$ cat src/sv/rank_addressed_char_list_unit_macros.svh
// Assertion helpers for the list unit RTL.
`ifndef RANK_ADDRESSED_CHAR_LIST_UNIT_MACROS_SVH
`define RANK_ADDRESSED_CHAR_LIST_UNIT_MACROS_SVH

// Checked on every clock edge outside reset.
`define RACL_ASSERT(lbl, prop, msg) \
  lbl: assert property (@(posedge clk_i) disable iff (!rst_ni) prop) else $error(msg);

// Checked on every clock edge, reset included.
`define RACL_ASSERT_ALWAYS(lbl, prop, msg) \
  lbl: assert property (@(posedge clk_i) prop) else $error(msg);

`endif

$ cat src/sv/racl_pkg.sv
`timescale 1ns / 1ps
package racl_pkg;

  localparam int CAPACITY = 64;
  localparam int IW       = (CAPACITY > 1) ? $clog2(CAPACITY) : 1;
  localparam int CW       = $clog2(CAPACITY + 1);
  localparam int CMPW     = ((CW > 8) ? CW : 8) + 1;

  typedef enum logic [1:0] {
    OP_ADD   = 2'd0,
    OP_DEL   = 2'd1,
    OP_GET   = 2'd2,
    OP_PRINT = 2'd3
  } op_e;

  typedef enum logic [1:0] {
    STAT_VALUE  = 2'd0,
    STAT_BADPOS = 2'd1,
    STAT_FULL   = 2'd2,
    STAT_EMPTY  = 2'd3
  } status_e;

  typedef enum logic [1:0] {
    CM_HOLD,
    CM_INS,
    CM_DEL,
    CM_ROT
  } cell_mode_e;

  typedef enum logic {
    S_IDLE,
    S_ROT
  } state_e;

  typedef struct packed {
    cell_mode_e      mode;
    logic [IW-1:0]   pos;   // insert / delete position (rank - 1)
    logic [IW-1:0]   lidx;  // index of the last occupied cell
    logic [7:0]      elem;  // byte to insert
  } cell_ctl_t;

endpackage

$ cat src/sv/rank_addressed_char_list_unit.sv
`timescale 1ns / 1ps
// Rank-addressed byte list: up to CAPACITY bytes kept in order in a row of
// shifting cells, addressed by rank from 1. A command transfers when start is
// high and busy is low. Add and delete finish in the transfer cycle (no
// result unless rejected); a rejected command or a print of an empty list
// gives one result in the next cycle. Get and print rotate the occupied
// cells through the head cell, one cell per cycle, until every stored
// element has passed through it once, and busy stays high meanwhile; print
// emits one element per cycle in rank order, get emits only the element at
// its rank. Each result sits on the result ports for exactly one cycle with
// result_valid_o high and cannot be held off by the receiver; last_o marks
// the final result of a command. After reset the list is empty and no
// clearing pass is needed.
module rank_addressed_char_list_unit
  import racl_pkg::*;
(
  input  logic       clk_i,
  input  logic       rst_ni,
  input  logic       start,
  output logic       busy,
  input  logic [1:0] operation_i,
  input  logic [7:0] rank_i,
  input  logic [7:0] elem_i,
  output logic       result_valid_o,
  output logic [1:0] status_o,
  output logic [7:0] value_o,
  output logic       last_o
);

  cell_ctl_t  ctl;
  logic [7:0] cell_data [CAPACITY];

  // control: rank checks, count, rotation sequencing, result register
  racl_ctrl u_ctrl (
    .clk_i          (clk_i),
    .rst_ni         (rst_ni),
    .start          (start),
    .busy           (busy),
    .operation_i    (operation_i),
    .rank_i         (rank_i),
    .elem_i         (elem_i),
    .head_i         (cell_data[0]),
    .ctl_o          (ctl),
    .result_valid_o (result_valid_o),
    .status_o       (status_o),
    .value_o        (value_o),
    .last_o         (last_o)
  );

  // cell chain: cell g holds the element at rank g + 1
  for (genvar g = 0; g < CAPACITY; g++) begin : g_cell
    logic [7:0] left_w, right_w;
    if (g == 0) begin : g_first
      assign left_w = '0;
    end else begin : g_mid_l
      assign left_w = cell_data[g-1];
    end
    if (g == CAPACITY - 1) begin : g_end
      assign right_w = '0;
    end else begin : g_mid_r
      assign right_w = cell_data[g+1];
    end
    racl_cell u_cell (
      .clk_i   (clk_i),
      .ctl_i   (ctl),
      .idx_i   (IW'(g)),
      .left_i  (left_w),
      .right_i (right_w),
      .head_i  (cell_data[0]),
      .data_o  (cell_data[g])
    );
  end

endmodule

$ cat src/sv/racl_cell.sv
`timescale 1ns / 1ps
module racl_cell
  import racl_pkg::*;
(
  input  logic          clk_i,
  input  cell_ctl_t     ctl_i,
  input  logic [IW-1:0] idx_i,
  input  logic [7:0]    left_i,
  input  logic [7:0]    right_i,
  input  logic [7:0]    head_i,
  output logic [7:0]    data_o
);

  logic [7:0] data_q, data_d;

  always_comb begin
    data_d = data_q;
    case (ctl_i.mode)
      CM_INS: begin
        if (idx_i == ctl_i.pos) begin
          data_d = ctl_i.elem;
        end else if (idx_i > ctl_i.pos) begin
          data_d = left_i;
        end
      end
      CM_DEL: begin
        if (idx_i >= ctl_i.pos) begin
          data_d = right_i;
        end
      end
      CM_ROT: begin
        // head wraps around to the last occupied cell
        if (idx_i == ctl_i.lidx) begin
          data_d = head_i;
        end else begin
          data_d = right_i;
        end
      end
      default: data_d = data_q;
    endcase
  end

  always_ff @(posedge clk_i) begin
    data_q <= data_d;
  end

  assign data_o = data_q;

endmodule

$ cat src/sv/racl_ctrl.sv
`timescale 1ns / 1ps
`include "rank_addressed_char_list_unit_macros.svh"
module racl_ctrl
  import racl_pkg::*;
(
  input  logic        clk_i,
  input  logic        rst_ni,
  input  logic        start,
  output logic        busy,
  input  logic [1:0]  operation_i,
  input  logic [7:0]  rank_i,
  input  logic [7:0]  elem_i,
  input  logic [7:0]  head_i,
  output cell_ctl_t   ctl_o,
  output logic        result_valid_o,
  output logic [1:0]  status_o,
  output logic [7:0]  value_o,
  output logic        last_o
);

  state_e         state_q, state_d;
  logic [CW-1:0]  count_q, count_d;
  logic [IW-1:0]  step_q, step_d;
  logic [IW-1:0]  tgt_q, tgt_d;
  logic           get_q, get_d;
  logic           res_valid_q, res_valid_d;
  status_e        res_status_q, res_status_d;
  logic [7:0]     res_value_q, res_value_d;
  logic           res_last_q, res_last_d;

  op_e             op;
  logic            accept;
  logic [CMPW-1:0] r_w, c_w, r_m1;
  logic            bad_add, bad_pos, full, empty, rot_end;
  logic [IW-1:0]   lidx;

  assign op      = op_e'(operation_i);
  assign accept  = start && (state_q == S_IDLE);
  assign r_w     = CMPW'(rank_i);
  assign c_w     = CMPW'(count_q);
  assign r_m1    = r_w - CMPW'(1);
  assign bad_add = (r_w == '0) || (r_w > c_w + CMPW'(1));
  assign bad_pos = (r_w == '0) || (r_w > c_w);
  assign full    = (count_q == CW'(CAPACITY));
  assign empty   = (count_q == '0);
  assign lidx    = IW'(count_q - CW'(1));
  assign rot_end = (step_q == lidx);

  // next state
  always_comb begin
    state_d = state_q;
    case (state_q)
      S_IDLE: begin
        if (accept) begin
          if ((op == OP_GET && !bad_pos) || (op == OP_PRINT && !empty)) begin
            state_d = S_ROT;
          end
        end
      end
      S_ROT: begin
        if (rot_end) begin
          state_d = S_IDLE;
        end
      end
      default: state_d = S_IDLE;
    endcase
  end

  // datapath control and result
  always_comb begin
    count_d      = count_q;
    step_d       = step_q;
    tgt_d        = tgt_q;
    get_d        = get_q;
    res_valid_d  = 1'b0;
    res_status_d = STAT_VALUE;
    res_value_d  = '0;
    res_last_d   = 1'b0;
    ctl_o.mode   = CM_HOLD;
    ctl_o.pos    = r_m1[IW-1:0];
    ctl_o.lidx   = lidx;
    ctl_o.elem   = elem_i;
    case (state_q)
      S_IDLE: begin
        if (accept) begin
          step_d = '0;
          tgt_d  = r_m1[IW-1:0];
          get_d  = (op == OP_GET);
          case (op)
            OP_ADD: begin
              if (bad_add) begin
                res_valid_d  = 1'b1;
                res_status_d = STAT_BADPOS;
                res_last_d   = 1'b1;
              end else if (full) begin
                res_valid_d  = 1'b1;
                res_status_d = STAT_FULL;
                res_last_d   = 1'b1;
              end else begin
                ctl_o.mode = CM_INS;
                count_d    = count_q + CW'(1);
              end
            end
            OP_DEL: begin
              if (bad_pos) begin
                res_valid_d  = 1'b1;
                res_status_d = STAT_BADPOS;
                res_last_d   = 1'b1;
              end else begin
                ctl_o.mode = CM_DEL;
                count_d    = count_q - CW'(1);
              end
            end
            OP_GET: begin
              if (bad_pos) begin
                res_valid_d  = 1'b1;
                res_status_d = STAT_BADPOS;
                res_last_d   = 1'b1;
              end
            end
            OP_PRINT: begin
              if (empty) begin
                res_valid_d  = 1'b1;
                res_status_d = STAT_EMPTY;
                res_last_d   = 1'b1;
              end
            end
            default: res_valid_d = 1'b0;
          endcase
        end
      end
      S_ROT: begin
        // head cell is the element at rank step_q + 1
        ctl_o.mode  = CM_ROT;
        step_d      = step_q + IW'(1);
        res_value_d = head_i;
        if (get_q) begin
          res_valid_d = (step_q == tgt_q);
          res_last_d  = 1'b1;
        end else begin
          res_valid_d = 1'b1;
          res_last_d  = rot_end;
        end
      end
      default: ctl_o.mode = CM_HOLD;
    endcase
  end

  always_ff @(posedge clk_i or negedge rst_ni) begin
    if (!rst_ni) begin
      state_q     <= S_IDLE;
      count_q     <= '0;
      res_valid_q <= 1'b0;
    end else begin
      state_q     <= state_d;
      count_q     <= count_d;
      res_valid_q <= res_valid_d;
    end
  end

  always_ff @(posedge clk_i) begin
    step_q       <= step_d;
    tgt_q        <= tgt_d;
    get_q        <= get_d;
    res_status_q <= res_status_d;
    res_value_q  <= res_value_d;
    res_last_q   <= res_last_d;
  end

  assign busy           = (state_q != S_IDLE);
  assign result_valid_o = res_valid_q;
  assign status_o       = res_status_q;
  assign value_o        = res_value_q;
  assign last_o         = res_last_q;

  `RACL_ASSERT(a_count_bound, count_q <= CW'(CAPACITY), "count above capacity")
  `RACL_ASSERT(a_run_continues, (res_valid_q && !res_last_q) |-> (state_q == S_ROT),
               "print run ended without last")
  `RACL_ASSERT(a_add_counts, (accept && op == OP_ADD && !bad_add && !full) |=>
               (count_q == $past(count_q) + CW'(1)), "add did not grow count")
  `RACL_ASSERT(a_status_clean, (res_valid_q && res_status_q != STAT_VALUE) |->
               (res_value_q == '0 && res_last_q), "error result not clean")

endmodule

$ cat config.mk
export PLATFORM = sky130hd
export DESIGN_NAME = rank_addressed_char_list_unit
export DESIGN_NICKNAME = d
export VERILOG_FILES = /design/src/sv/racl_pkg.sv /design/src/sv/rank_addressed_char_list_unit.sv /design/src/sv/racl_cell.sv /design/src/sv/racl_ctrl.sv
export VERILOG_INCLUDE_DIRS = /design/src /design/src/sv
export SDC_FILE = /design/constraint.sdc
export NUM_CORES = 1
export LEC_CHECK = 0
export BUFFER_PORTS_ARGS = -buffer_cell sky130_fd_sc_hd__buf_2
export CORE_MARGIN = 2
export CORE_UTILIZATION = 30
export CTS_CLUSTER_SIZE = 14
export DETAILED_ROUTE_END_ITERATION = 10
export PLACE_DENSITY = 0.46
export SETUP_SLACK_MARGIN = 0.3
export SYNTH_ARGS = -nofsm -noshare
export SYNTH_HDL_FRONTEND = slang
export SYNTH_HIERARCHICAL = 1
export SYNTH_SLANG_ARGS = --single-unit
$ cat constraint.sdc
create_clock -name clk_i -period 26.1 [get_ports clk_i]
set_input_delay 1.305 -clock clk_i [delete_from_list [all_inputs] [get_ports clk_i]]
set_output_delay 1.305 -clock clk_i [all_outputs]
set_load 0.01 [all_outputs]
Word-level counts from Yosys, hierarchy flattened
Index checks and enable logic that the tools add are counted.
{ "word_totals": {"elab_cells": 912, "regBits": 545, "ramBits": 0, "rom_bits": 0, "latchBits": 0, "memories": 0, "output_inout_bits": 13} }
{ "op_classes": {"n_addsub": 5, "n_reduce_logical": 83, "div_mod_pow": 0, "n_eq_ne": 268, "bitwise": 2, "order_cmp": 130, "multipliers": 0, "shift": 0, "n_mux": 351} }
{ "ops": {"columns": ["operator", "n"], "rows": [
  ["$mux W8", 256],
  ["$pmux W8 S3", 64],
  ["$eq A6 B6 Y1 const A", 64],
  ["$eq A5 B6 Y1 const A", 32],
  ["$ge A6 B6 Y1 const A", 32],
  ["$gt A6 B6 Y1 const A", 32],
  ["$ne A3 B1 Y1 const B", 64],
  ["$reduce_and A3 Y1", 63],
  ["$ne A2 B1 Y1 const B", 65],
  ["$eq A4 B6 Y1 const A", 16],
  ["$ge A5 B6 Y1 const A", 16],
  ["$gt A5 B6 Y1 const A", 16],
  ["$eq A3 B6 Y1 const A", 8],
  ["$ge A4 B6 Y1 const A", 8],
  ["$gt A4 B6 Y1 const A", 8],
  ["$eq A2 B6 Y1 const A", 4],
  ["$ge A3 B6 Y1 const A", 4],
  ["$gt A3 B6 Y1 const A", 4],
  ["$mux W7", 3],
  ["$pmux W7 S2", 1],
  ["$eq A1 B6 Y1 const A", 2],
  ["$eq A6 B6 Y1", 2],
  ["$ge A1 B6 Y1 const A", 2],
  ["$ge A2 B6 Y1 const A", 2],
  ["other kinds (35)", 71]
]} }

Logic depth before layout (Yosys ltp)
{ "depth": {"depth_word": 10, "depth_mapped": 15, "mapped_depth_nobuf": 15} }

By module
The synthesis kept the hierarchy.
{ "modules_own_cells": {"columns": ["mod", "area_each_um2", "instances", "seq_area_each_um2", "cells_each"], "rows": [
  ["racl_cell at g_cell[0].u_cell ...", 737.0, 39, 240.2, 73],
  ["racl_cell at g_cell[46].u_cell ...", 770.7, 23, 240.2, 78],
  ["racl_ctrl", 2292.2, 1, 835.8, 230],
  ["racl_cell at g_cell[27].u_cell", 767.0, 1, 240.2, 86],
  ["racl_cell at g_cell[9].u_cell", 742.0, 1, 240.2, 74],
  ["rank_addressed_char_list_unit", 7.5, 1, 0.0, 2]
]} }

Least setup slack after synthesis
Ideal clock, no wire load.
{ "synth_timing": {"kind": "register -> register", "startpoint": "register u_ctrl.count_q[0]", "endpoint": "register g_cell[0].u_cell.data_q[0] (data pin)", "t_arrival_ns": 9.572, "setup_ns": 0.270, "slack_ns": 16.258, "path_stages_with_launch": 15, "cell_sequence": "dfrtp_1 > inv_1 > ha_1 > inv_1 > ha_1 > nor2b_1 > o211ai_1 > a21oi_1 > o22a_1 > nor2_1 > a31o_2 > nand4_1 > nor4_4 > mux2i_1 > a21oi_1"} }
{ "synth_lines": {"columns": ["element", "line", "source"], "rows": [
  ["from (decl)", "racl_ctrl.sv:22", "logic [CW-1:0] count_q, count_d;"],
  ["from (signal assigned)", "racl_ctrl.sv:156", "count_q <= count_d;"],
  ["to (signal assigned)", "racl_cell.sv:44", "data_q <= data_d;"],
  ["to (decl)", "racl_cell.sv:14", "logic [7:0] data_q, data_d;"]
]} }

==> results.md <==
- The library cells used most frequently in the layout, excluding fill and tap cells, are sky130_fd_sc_hd__conb_1, sky130_fd_sc_hd__nor2_1, sky130_fd_sc_hd__edfxtp_1, sky130_fd_sc_hd__mux2i_1, sky130_fd_sc_hd__a21oi_1.
- The remaining design rule violation count is 0.
- Between clock sinks in the finished design, the worst skew comes to 0.0339 ns.
- In the synthesized netlist the async set-or-reset flop fraction comes to 0.0165.
- CTS built an H-tree with a depth of 3.
- The final-layout worst hold slack is roughly 0.51 ns.
- The worst IR drop on VDD is 0.0727 mV.
- The pin slew with the least headroom to its limit is 1.24 ns.
- The most used flip-flop cell after synthesis is sky130_fd_sc_hd__edfxtp_1.
- The worst slack at placement is 18.97 ns.
- The tightest slew margin relative to the limit is 0.163.
- The first global-routing pass estimated 223 mm of wire.
- The critical setup path kind is register to register.
- Sorting the synthesized cells by area gives the leading types as sky130_fd_sc_hd__edfxtp_1, sky130_fd_sc_hd__ha_1, sky130_fd_sc_hd__mux2i_1, sky130_fd_sc_hd__mux2_2, sky130_fd_sc_hd__nor2_1.
- The overall die area is 171000 um2.
- The slowest cell on the critical path is sky130_fd_sc_hd__o21ai_0.
- The minimum setup slack in the final design is 19.29 ns.
- The area of the core is 167000 um2.
- The overall global routing resource usage is 0.165.
- The share of synthesized area in the top cell type comes to 0.314.
- The initial antenna violation count came to 1.
- The die is 413 um tall.
- The count of distinct cell types in the synthesized netlist is 67.
- Summed over all failing endpoints, the final setup total negative slack is 0 ns.
- The most numerous cell type found on the critical path is sky130_fd_sc_hd__buf_4.
- The design draws 5.73 mW.
- The flow ran to the end, and the final reports show no timing, DRC or antenna violations.
- The average footprint of a synthesized cell is 9.99 um2.
- Clock tree synthesis found a total of 545 sinks.
- The congestion estimate from routability-driven global placement came to 0.771.
- The post-synthesis register bit count is 545.
- The gate count after technology mapping is 5033.
- The cell family contributing the most delay on the critical path is buffers and inverters.
- For this block, the initial DRC count from the detailed router was between 2000 and 2500.
- In the final layout, the share of cells above drive strength 1 is 0.121.
- The layout overhead on the synthesized area is 16.2%.
- The final-report hold violation count is 0.
- The number of flops mapped to enable cells by yosys is 525.
- The largest total area in the synthesized netlist belongs to sky130_fd_sc_hd__edfxtp_1.
- Setup repair after global routing left no endpoint under its margin.
- After clock tree synthesis, the clock-pin slew on the worst setup and hold paths is 0.06 ns.
- The die is between 400 and 500 um wide.
- The yosys synthesis warning count is 6.
- The count of final max-slew check failures is 0.
- The critical path goes through inv_4 > ha_1 > inv_4 > ha_1 > nor2b_1 > o211ai_1 > a21oi_1 > o22a_1 > nor2_1 > a31o_4 > buf_4 > buf_4 > buf_4 > nor2_1 > or3_1 > o21ai_0.
- The required time of the critical path is 26.39 ns.
- The kind of path behind the tightest hold check is input pin to asynchronous set/reset pin.
- The effective utilization at floorplan is 0.301.
- The remaining global-route overflow is 0.
- The total of buffers placed on input and output ports is 33.
- During I/O placement, the number of pins put on the boundary was 34.
- Hold repair after CTS inserted 0 buffers.
- The startpoint type of the worst setup path is a register.
- STA classifies the critical path endpoint as a register.
- The via count of the first global-routing pass is roughly 39000.
- The count of standard-cell rows is 150.
- The final critical delay including setup and external delays is 6.81 ns.
- The wire length per cell is 17.4 um.
- The root buffer cell chosen for the clock tree is sky130_fd_sc_hd__clkbuf_16.
- The buffer count from post-CTS setup fixing is 0.
- Derived from the worst setup path, the maximum achievable clock frequency is approximately 0.15 GHz.
- Summed over all layers, the routed wires come to 141 mm.
- The sequential fraction of the synthesis area is 0.322.
- The biggest fanout along the worst timing path is 54.
- The deepest clock path buffer count is 3.
- The count of nets left with antenna violations after detail routing is 0.
- The post-cts sizing count is 0.
- The max-cap violation count is 0.
- The number of vias per cell is 4.78.
- The leakage dissipation is 22.4 nW.
- The clock insertion delay at the later pin of the skew report is approximately 0.68 ns.
- The library cell used most frequently in the layout, excluding fill and tap cells, is sky130_fd_sc_hd__conb_1.
- The TritonCTS clock tree is built.
- The synthesized netlist occupies a cell area of between 50000 and 60000 um2.
- 0 antenna diodes ended up in the layout.
- Entering global routing, the biggest net connects around 140 pins.
- TritonCTS created 73 clock buffers.
- Of the available clock period, the critical path in the final layout requires 0.261.
- Setup violations remaining at the end of the flow were counted as 0.
- The first detailed-routing pass ran for 5 iterations.
- The post-layout utilization of the core is 0.350.
- The wire-length estimate of the detail-placed layout is 94.6 mm.
- The count of vias placed by the detailed router is 38699.
- The number of buffer and inverter stages on the critical path is 5.
- The total power divided by cell area is slightly below 100 nW/um2.
- The largest stage delay on the critical path is 0.96 ns.
- The number of nets in the finished design is 6273.
- For the worst setup path, the data arrival time is 7.10 ns.
## sequential cells by signal (all words and copies together) (netlist names)
name	flops
g_cell.u_cell/data_o	512
u_ctrl/value_o	8
u_ctrl/count_q	7
u_ctrl/step_q	6
u_ctrl/tgt_q	6
u_ctrl/status_o	2
u_ctrl/busy	1
u_ctrl/get_q	1
u_ctrl/last_o	1
u_ctrl/result_valid_o	1
## Yosys cell counts, types with 69 or more instances
master and n:
sky130_fd_sc_hd__o21ai_0 74, sky130_fd_sc_hd__nand2_1 69, sky130_fd_sc_hd__ha_1 409, sky130_fd_sc_hd__mux2_2 320
sky130_fd_sc_hd__xor2_1 268, sky130_fd_sc_hd__nor2_1 770, sky130_fd_sc_hd__o221a_1 184, sky130_fd_sc_hd__xnor2_1 149
sky130_fd_sc_hd__inv_1 420, sky130_fd_sc_hd__edfxtp_1 525, sky130_fd_sc_hd__nand4_1 108, sky130_fd_sc_hd__a21oi_1 456
sky130_fd_sc_hd__mux2i_1 507, sky130_fd_sc_hd__o21a_1 78
## cell families (layout without fill, tap and decap cells)
logic type,count (synthesis),in the layout,synth area share
AOI/OAI and AO/OA,943,943,0.134
xor gates and xnor gates,418,418,0.0731
adders and majority gates,448,448,0.110
buffers and inverters,569,652,0.0450
DFF,545,545,0.322
muxes,827,827,0.173
other,2,784,0.000149
and+or+nand+nor,1281,1281,0.143
## where the power goes
group | switching [mW] | internal (mW)
clock | 0.423 | 0.569
sequential | 0.302 | 1.65
combinational | 1.66 | 1.13
total | 2.38 | 3.35
## per-layer routing
| metal | GRT usage | wire length [um] | vias to the layer above |
|---|---|---|---|
| met5 | 0 | 0 | - |
| met4 | 0.0344 | 2500 | 0 |
| met3 | 0.0208 | 4750 | 136 |
| met2 | 0.281 | 66600 | 564 |
| met1 | 0.223 | 67500 | 18633 |
| li1 | - | - | 19366 |
## through the flow
stage	instances	area [um2]
4_1_cts	8102	58400
3_5_place_dp	7972	56100
6_report	8102	58400
5_1_grt	8102	58400
3_3_place_gp	7972	56100
2_1_floorplan	5815	53200
## layout make-up
type                    instances  area (um2)
clock buffers                  92        1980
multi-input cells            4701       34800
well taps                    2204        2760
inverters                     422        1590
flip-flops and latches        545       16200
fillers                     17091      108000
repair buffers                100         713
clock inverters                38         308
## worst paths after layout
| check | start | endpoint | slack (ns) | depth (start not counted) |
|---|---|---|---|---|
| worst max-delay path | u_ctrl/count_q[0] | g_cell[8].u_cell/data_o[7] | 19.29 | 16 |
| worst min-delay path | rst_ni | u_ctrl/count_q[6] | 0.51 | 1 |
| worst max register to register | u_ctrl/count_q[0] | g_cell[8].u_cell/data_o[7] | 19.29 | 16 |
| worst min register to register | u_ctrl/get_q | u_ctrl/last_o | 0.54 | 2 |
| max in group asynchronous | rst_ni | u_ctrl/count_q[1] | 25.36 | 1 |
| min in group clk_i | u_ctrl/get_q | u_ctrl/last_o | 0.54 | 2 |
Power figures use the tool's default switching activity.
